<file path="src/hw/rtl/assert_macros.svh">
// Assertion macros used by the RTL of the keyword tokenizer.
// Each macro expands to one labeled concurrent assertion on clk, gated by rst.
`ifndef ASSERT_MACROS_SVH
`define ASSERT_MACROS_SVH

// Check prop at every rising edge of clk outside reset.
`define ASSERT_CLK(lbl, prop, msg) \
  lbl: assert property (@(posedge clk) disable iff (rst) prop) \
    else $error(msg);

// Check that cond implies prop at every rising edge of clk outside reset.
`define ASSERT_IMPL(lbl, cond, prop, msg) \
  lbl: assert property (@(posedge clk) disable iff (rst) (cond) |-> (prop)) \
    else $error(msg);

`endif

</file>
<file path="src/hw/rtl/skt_pkg.sv">
// Types, character codes and keyword constants of the SQL keyword tokenizer.
// Used by sql_keyword_tokenizer; depends on nothing else.
package skt_pkg;

  typedef enum logic [3:0] {
    TOK_EOF     = 4'd0,
    TOK_IDENT   = 4'd1,
    TOK_CREATE  = 4'd2,
    TOK_TABLE   = 4'd3,
    TOK_NULL    = 4'd4,
    TOK_INTEGER = 4'd5,
    TOK_REAL    = 4'd6,
    TOK_TEXT    = 4'd7,
    TOK_BLOB    = 4'd8,
    TOK_OPEN    = 4'd9,
    TOK_CLOSE   = 4'd10,
    TOK_SEMI    = 4'd11,
    TOK_UNREC   = 4'd12
  } tok_kind_t;

  typedef struct packed {
    tok_kind_t   kind;
    logic [15:0] offset;
    logic [7:0]  len;
    logic        last;
  } tok_t;

  localparam logic [7:0] CH_NUL   = 8'h00;
  localparam logic [7:0] CH_TAB   = 8'h09;
  localparam logic [7:0] CH_CR    = 8'h0D;
  localparam logic [7:0] CH_SPACE = 8'h20;
  localparam logic [7:0] CH_OPEN  = 8'h28;
  localparam logic [7:0] CH_CLOSE = 8'h29;
  localparam logic [7:0] CH_SEMI  = 8'h3B;
  localparam logic [7:0] CH_UNDER = 8'h5F;

  // Identifier prefix holds up to seven bytes, first byte in the low bits.
  localparam int unsigned PREFIX_BYTES = 7;
  localparam int unsigned PREFIX_BITS  = 8 * PREFIX_BYTES;

  localparam logic [PREFIX_BITS-1:0] KW_CREATE  = 56'h00_45_54_41_45_52_43;
  localparam logic [PREFIX_BITS-1:0] KW_TABLE   = 56'h00_00_45_4C_42_41_54;
  localparam logic [PREFIX_BITS-1:0] KW_NULL    = 56'h00_00_00_4C_4C_55_4E;
  localparam logic [PREFIX_BITS-1:0] KW_INTEGER = 56'h52_45_47_45_54_4E_49;
  localparam logic [PREFIX_BITS-1:0] KW_REAL    = 56'h00_00_00_4C_41_45_52;
  localparam logic [PREFIX_BITS-1:0] KW_TEXT    = 56'h00_00_00_54_58_45_54;
  localparam logic [PREFIX_BITS-1:0] KW_BLOB    = 56'h00_00_00_42_4F_4C_42;

  // Result queue between the lexer and the token channel.
  localparam int unsigned QUEUE_DEPTH = 4;
  localparam int unsigned QPTR_BITS   = 2;

  function automatic logic is_letter(logic [7:0] c);
    return (c >= 8'h41 && c <= 8'h5A) || (c >= 8'h61 && c <= 8'h7A);
  endfunction

  // Bytes past the count stay zero, so a full-width compare plus length is exact.
  function automatic tok_kind_t keyword_kind(logic [7:0] count,
                                             logic [PREFIX_BITS-1:0] prefix);
    tok_kind_t k;
    k = TOK_IDENT;
    if (count == 8'd6 && prefix == KW_CREATE) k = TOK_CREATE;
    else if (count == 8'd5 && prefix == KW_TABLE) k = TOK_TABLE;
    else if (count == 8'd4 && prefix == KW_NULL) k = TOK_NULL;
    else if (count == 8'd7 && prefix == KW_INTEGER) k = TOK_INTEGER;
    else if (count == 8'd4 && prefix == KW_REAL) k = TOK_REAL;
    else if (count == 8'd4 && prefix == KW_TEXT) k = TOK_TEXT;
    else if (count == 8'd4 && prefix == KW_BLOB) k = TOK_BLOB;
    return k;
  endfunction

endpackage

</file>
<file path="src/hw/rtl/sql_keyword_tokenizer.sv">
// Streaming SQL keyword tokenizer: one byte in, zero to two tokens out.
// Depends on skt_pkg and assert_macros.svh.
//
// Usage:
//   Input channel char_valid/char_ready carries one byte per item (char_in).
//   A zero byte ends the string, emits EOF and returns the position to zero.
//   Output channel token_valid/token_ready carries one token per item:
//   token_kind, token_offset, token_len and last_of_run, which marks the
//   last token caused by one input byte.
//   Tokens caused by a byte are written into the result queue when that
//   byte is accepted and presented from its head. Throughput: one byte per
//   cycle while the consumer takes one token per cycle; a byte that closes
//   an identifier and also yields its own token puts two tokens into the
//   four-entry result queue. char_ready is high while the queue has room
//   for two tokens, so the queue fill count sets the input rate when the
//   receiver stalls; tokens are held in order and none are dropped.
//   Reset (rst, synchronous) empties the queue, closes any identifier and
//   clears the position; the block takes a byte in the first cycle after.
`include "assert_macros.svh"

module sql_keyword_tokenizer #(
  parameter int unsigned POSITION_BITS    = 16,
  parameter int unsigned MAX_TOKEN_LENGTH = 255
) (
  input  logic                clk,
  input  logic                rst,
  input  logic                char_valid,
  output logic                char_ready,
  input  logic [7:0]          char_in,
  output logic                token_valid,
  input  logic                token_ready,
  output skt_pkg::tok_kind_t  token_kind,
  output logic [15:0]         token_offset,
  output logic [7:0]          token_len,
  output logic                last_of_run
);

  localparam logic [7:0] LenCap =
    8'((MAX_TOKEN_LENGTH < 255) ? MAX_TOKEN_LENGTH : 255);
  localparam int unsigned CntBits = skt_pkg::QPTR_BITS + 1;

  // lexer state
  logic                            in_ident, in_ident_next;
  logic [POSITION_BITS-1:0]        ident_begin, ident_begin_next;
  logic [7:0]                      ident_count, ident_count_next;
  logic [skt_pkg::PREFIX_BITS-1:0] ident_prefix, ident_prefix_next;
  logic [POSITION_BITS-1:0]        char_position, char_position_next;

  // result queue
  skt_pkg::tok_t                   queue [skt_pkg::QUEUE_DEPTH];
  logic [skt_pkg::QPTR_BITS-1:0]   wr_ptr, rd_ptr;
  logic [CntBits-1:0]              fill, fill_next;

  logic          char_fire, token_fire;
  logic          is_let, extend, ident_close, char_emit, ident_start;
  logic [1:0]    push_n;
  skt_pkg::tok_t tok_a, tok_b, slot0;
  skt_pkg::tok_t head;

  assign char_ready  = (fill <= CntBits'(skt_pkg::QUEUE_DEPTH - 2));
  assign char_fire   = char_valid && char_ready;
  assign token_valid = (fill != '0);
  assign token_fire  = token_valid && token_ready;

  assign head         = queue[rd_ptr];
  assign token_kind   = head.kind;
  assign token_offset = head.offset;
  assign token_len    = head.len;
  assign last_of_run  = head.last;

  always_comb begin
    is_let      = skt_pkg::is_letter(char_in);
    extend      = in_ident && is_let;
    ident_close = in_ident && !is_let;
    ident_start = !extend && (is_let || char_in == skt_pkg::CH_UNDER);

    char_emit = 1'b1;
    tok_b.kind   = skt_pkg::TOK_UNREC;
    tok_b.offset = 16'(char_position);
    tok_b.len    = 8'd1;
    tok_b.last   = 1'b1;
    case (char_in)
      skt_pkg::CH_NUL: begin
        tok_b.kind = skt_pkg::TOK_EOF;
        tok_b.len  = 8'd0;
      end
      skt_pkg::CH_SPACE, skt_pkg::CH_TAB, skt_pkg::CH_CR: char_emit = 1'b0;
      skt_pkg::CH_OPEN:  tok_b.kind = skt_pkg::TOK_OPEN;
      skt_pkg::CH_CLOSE: tok_b.kind = skt_pkg::TOK_CLOSE;
      skt_pkg::CH_SEMI:  tok_b.kind = skt_pkg::TOK_SEMI;
      default: begin
        if (is_let || char_in == skt_pkg::CH_UNDER) char_emit = 1'b0;
      end
    endcase

    tok_a.kind   = skt_pkg::keyword_kind(ident_count, ident_prefix);
    tok_a.offset = 16'(ident_begin);
    tok_a.len    = ident_count;
    tok_a.last   = !char_emit;

    slot0  = ident_close ? tok_a : tok_b;
    push_n = char_fire ? (2'({1'b0, ident_close}) + 2'({1'b0, char_emit})) : 2'd0;

    in_ident_next      = in_ident;
    ident_begin_next   = ident_begin;
    ident_count_next   = ident_count;
    ident_prefix_next  = ident_prefix;
    char_position_next = char_position;
    if (char_fire) begin
      char_position_next = char_position + POSITION_BITS'(1);
      if (extend) begin
        if (ident_count < 8'(skt_pkg::PREFIX_BYTES)) begin
          ident_prefix_next = ident_prefix |
            (skt_pkg::PREFIX_BITS'(char_in) << {ident_count[2:0], 3'b000});
        end
        if (ident_count < LenCap) ident_count_next = ident_count + 8'd1;
      end else begin
        in_ident_next = ident_start;
        if (ident_start) begin
          ident_begin_next  = char_position;
          ident_count_next  = 8'd1;
          ident_prefix_next = skt_pkg::PREFIX_BITS'(char_in);
        end
        if (char_in == skt_pkg::CH_NUL) char_position_next = '0;
      end
    end

    fill_next = fill + CntBits'(push_n) - CntBits'(token_fire);
  end

  always_ff @(posedge clk) begin
    if (rst) begin
      in_ident      <= 1'b0;
      ident_begin   <= '0;
      ident_count   <= '0;
      ident_prefix  <= '0;
      char_position <= '0;
      wr_ptr        <= '0;
      rd_ptr        <= '0;
      fill          <= '0;
    end else begin
      in_ident      <= in_ident_next;
      ident_begin   <= ident_begin_next;
      ident_count   <= ident_count_next;
      ident_prefix  <= ident_prefix_next;
      char_position <= char_position_next;
      wr_ptr        <= wr_ptr + skt_pkg::QPTR_BITS'(push_n);
      if (token_fire) rd_ptr <= rd_ptr + skt_pkg::QPTR_BITS'(1);
      fill          <= fill_next;
    end
  end

  // payload storage, no reset
  always_ff @(posedge clk) begin
    if (push_n != 2'd0) queue[wr_ptr] <= slot0;
    if (push_n == 2'd2) queue[wr_ptr + skt_pkg::QPTR_BITS'(1)] <= tok_b;
  end

  `ASSERT_CLK(a_fill_bound, fill <= CntBits'(skt_pkg::QUEUE_DEPTH), "queue overfilled")
  `ASSERT_IMPL(a_ident_nonempty, in_ident, ident_count != 8'd0, "open identifier empty")
  `ASSERT_IMPL(a_nul_clears_pos, char_fire && char_in == skt_pkg::CH_NUL,
               ##1 char_position == '0, "position not cleared after end of string")
  `ASSERT_IMPL(a_eof_len, token_valid && token_kind == skt_pkg::TOK_EOF,
               token_len == 8'd0 && last_of_run, "bad EOF token")

endmodule
</file>
<file path="config.mk">
export PLATFORM = sky130hd
export DESIGN_NAME = sql_keyword_tokenizer
export DESIGN_NICKNAME = d
export VERILOG_FILES = /design/src/hw/rtl/skt_pkg.sv /design/src/hw/rtl/sql_keyword_tokenizer.sv
export VERILOG_INCLUDE_DIRS = /design/src /design/src/hw/rtl
export SDC_FILE = /design/constraint.sdc
export NUM_CORES = 1
export LEC_CHECK = 0
export ABC_AREA = 1
export ABC_CLOCK_PERIOD_IN_PS = 3580
export BUFFER_PORTS_ARGS = -buffer_cell sky130_fd_sc_hd__buf_2
export CAP_MARGIN = 5
export CORE_MARGIN = 2
export CORE_UTILIZATION = 58
export DETAILED_ROUTE_END_ITERATION = 8
export GPL_TIMING_DRIVEN = 0
export PLACE_DENSITY = 0.85
export SLEW_MARGIN = 20
export SYNTH_ARGS = -nofsm -noshare
export SYNTH_HDL_FRONTEND = slang
export SYNTH_SLANG_ARGS = --single-unit
</file>
<file path="constraint.sdc">
create_clock -name clk -period 3.58 [get_ports clk]
set_clock_uncertainty 0.1 [all_clocks]
set_input_delay 0.358 -clock clk [delete_from_list [all_inputs] [get_ports clk]]
set_output_delay 0.358 -clock clk [all_outputs]
set_load 0.05 [all_outputs]
</file>
==> impl_metrics.py <==
metrics = {
    "synthesis": {
        "netlist_area_um2": 10770,
        "synth_edf_count": 84,
        "avgSynthCellArea_um2": 7.688,
        "ys_seq_area_share_pct": 49.07,
        "synthFlopType": "dfxtp_1",
        "syn_inst": 1401,
        "yosysMostFrequentCell": "nand2_1",
        "synth_top_area_share_pct": 25.65,
        "ys_top_cells_by_count": "nand2_1 (239), nor2_1 (225), inv_1 (141)",
        "async_reset_ff_share_pct": 0,
        "yosys.area.top_type": "dfxtp_1",
        "syn_nets": 1424,
        "synth_area_leaders": "dfxtp_1 (26%), edfxtp_1 (23%), nand2_1 (8.3%)",
        "yosysWarnings": 0,
        "ys_types": 38,
        "synth_seq_cells": 222,
    },
    "timing": {
        "relSlewSlack_pct": 44.61,
        "slew_violations": 0,
        "finalCritPeriodShare_pct": 91.16,
        "rsz0062_at_grt": "false",
        "tightest_slew_ns": 0.8202,
        "finalCriticalPeriod_ns": 3.264,
        "fmax_ghz": 0.3064,
        "finalSetupTns_ns": 0,
        "setup_violations": 0,
        "hold_viol": 0,
        "finalHoldWorstSlack_ns": 0.08407,
    },
    "setup_path": {
        "path_delay_family": "buffers and inverters",
        "path_cells": "inv_1 -> clkbuf_1 -> clkbuf_1 -> nor2_1 -> o22ai_1 -> buf_2",
        "cpMaxStageDelayCell": "clkbuf_1",
        "rrSetupSlack_ns": 0.53,
        "critPathRequiredTime_ns": 3.12,
        "critical_path.max_fanout": 10,
        "critical_path.startpoint_type": "register",
        "cp_common_cell": "clkbuf_1",
        "critical_path_class": "reg -> out",
        "r2r_cells": 13,
        "r2r-end": "queue[0][6]",
        "r2r_start": "in_ident",
        "cp_data_arrival_time_ns": 2.81,
        "endpoint_kind": "output port",
        "slowest_delay_ns": 0.56,
        "path_buf_inv": 4,
    },
    "layout": {
        "final_net_count": 1490,
        "antenna_cells": 0,
        "design_area_um2": 12080,
        "drive_above_1_share_pct": 9.226,
        "area_delta_synth_final_pct": 12.19,
    },
    "drt": {
        "drtIter0Drc": 1496,
        "wl_per_cell_um": 18.15,
        "firstDrtPassIters": 5,
        "vias": 10330,
        "vias_per_cell": 6.024,
        "totalWireLength_mm": 31.11,
        "drcViolationCount": 0,
        "ant_nets": 0,
    },
    "power_and_ir_drop": {
        "ir_worst_vdd_v": 0.0003814,
        "leakagePower_uw": 0.004530,
        "pwr_density_cell_nw_per_um2": 616.0,
    },
    "die": {
        "dieHeight_um": 140.3,
        "fp-row-count": 49,
        "die_x_um": 140.3,
        "ioPinCount": 43,
        "core_um2": 18090,
        "start_util_pct": 59.55,
        "die-area_um2": 19680,
    },
    "clocking": {
        "clkTransAtPathRegs_ns": 0.06,
        "cts_buffer_depth": 3,
        "cts_made_buffers": 24,
        "cts_sinks": 222,
        "clock_latency_ns": 0.54,
        "cts_tree": "done",
        "cts_max_level": 1,
        "holdBufCountCts": 0,
        "root_buffer": "clkbuf_16",
        "post_cts_buffers": 0,
    },
    "flow_run": {
        "drv_cap": 0,
    },
    "placed_design": {
        "io_buffer_count": 40,
        "dpl-instance-area_um2": 11260,
        "gp_congestion": 0.9613,
        "dp_hpwl_mm": 21.73,
    },
    "global_route": {
        "overflow": 0,
        "grt_pass1_wl_mm": 49.40,
        "grt_max_degree": 24,
        "antenna_found_initial": 0,
        "grt_pass1_vias": 9836,
        "grtUsageTotal_pct": 31.35,
    },
    "min_path": {
        "hold_path_class": "in -> reg",
        "worstHoldStart": "token_ready",
        "holdPathStages": 4,
        "whs_endpoint": "rd_ptr[0]",
    },
    "status": {
        "status": "finished, final reports clean",
    },
}
[tightest hold or removal path, delay by kind of cell]
kind / cells / cell delay (ns)
buffers and inverters: 2 / 0.19
AO/OA/AOI/OAI: 1 / 0.08
AND/OR/NAND/NOR: 1 / 0.05
[cell type report]
| cell class | count | area, um^2 |
|---|---|---|
| multi-input cells | 956 | 4624 |
| plain buffers | 71 | 315.3 |
| repair buffers | 40 | 200.2 |
| inverters | 152 | 570.5 |
| clock buffers | 33 | 726.9 |
| flip-flops and latches | 222 | 5285 |
| clock inverters | 11 | 73.82 |
| fillers | 1424 | 6003 |
| well taps | 229 | 286.5 |
[power breakdown]
group / switching, uW / internal (uW) / total (uW)
clock: 1040 / 1430 / 2470
combinational: 1600 / 455 / 2050
sequential: 96.9 / 2820 / 2920
total: 2740 / 4710 / 7440
[per-stage QoR]
stage               power (uW)  instances  util, %  setup slack, ns
CTS                       7408       1714    66.71           0.1095
global route              7693       1714    66.81           0.1736
floorplan                 4437       1401        -           0.5714
detailed placement        4980       1670    62.24          -0.7399
global placement          4931       1670    62.24          -0.6309
finish                    7443       1714    66.81           0.3165
[routing by layer]
metal  GRT usage (%)  vias up  part of all wire (%)
met4           16.37        0                   5.6
met5               0        -                     0
li1                -     4856                     -
met3           4.786      145                   9.5
met2           52.71      645                    47
met1           39.29     4679                    38
[placed cells by master, fill, tap and decap left out, types with 3 or more instances in the layout]
master and instances:
edfxtp_1 84, nor2_1 225, a21oi_1 80, xor2_1 9
clkbuf_16 26, nor3_1 31, nand2_1 235, ha_1 10
o21ai_0 126, clkbuf_1 53, nand2_4 3, nand2_2 6
nand3_1 72, clkbuf_8 5, a211oi_1 3, inv_2 7
a21oi_2 12, nand4_1 11, clkinv_1 5, buf_6 4
o22ai_1 101, o21ai_1 14, buf_2 55, inv_1 141
dfxtp_1 138, clkinv_2 6
[cell families (layout without fill, tap and decap cells)]
group                      count (synthesis)  in the layout  synth area share, %
xor gates and xnor gates                   9              9               0.7319
AOI/OAI and AO/OA                        342            342                17.86
adders and majority gates                 11             11                1.348
buffers and inverters                    223            307                8.225
and+or+nand+nor                          594            594                22.77
DFF                                      222            222                49.07
[how the worst max path moves through the flow]
stage,to,cells past startpoint
global placement,queue[0][4],17
detailed placement,queue[0][4],17
floorplan,queue[0][7],17
global route,queue[2][3],18
CTS,queue[2][3],17
finish,token_kind[1],6
[flip-flops by register name (all words and copies together) (netlist names), named ones only]
signal,flops
ident_prefix,56
char_position,16
queue,116
rd_ptr,2
ident_begin,16
wr_ptr,2
ident_count,8
in_ident,1
fill,3
[timing repair]
action / CTS / global route
resized for setup: 3 / 4
cloned: 0 / 0
setup endpoints to repair: 21 / 24
hold endpoints to repair: 0 / 0
Note: power is estimated with default switching activity, not from simulation.
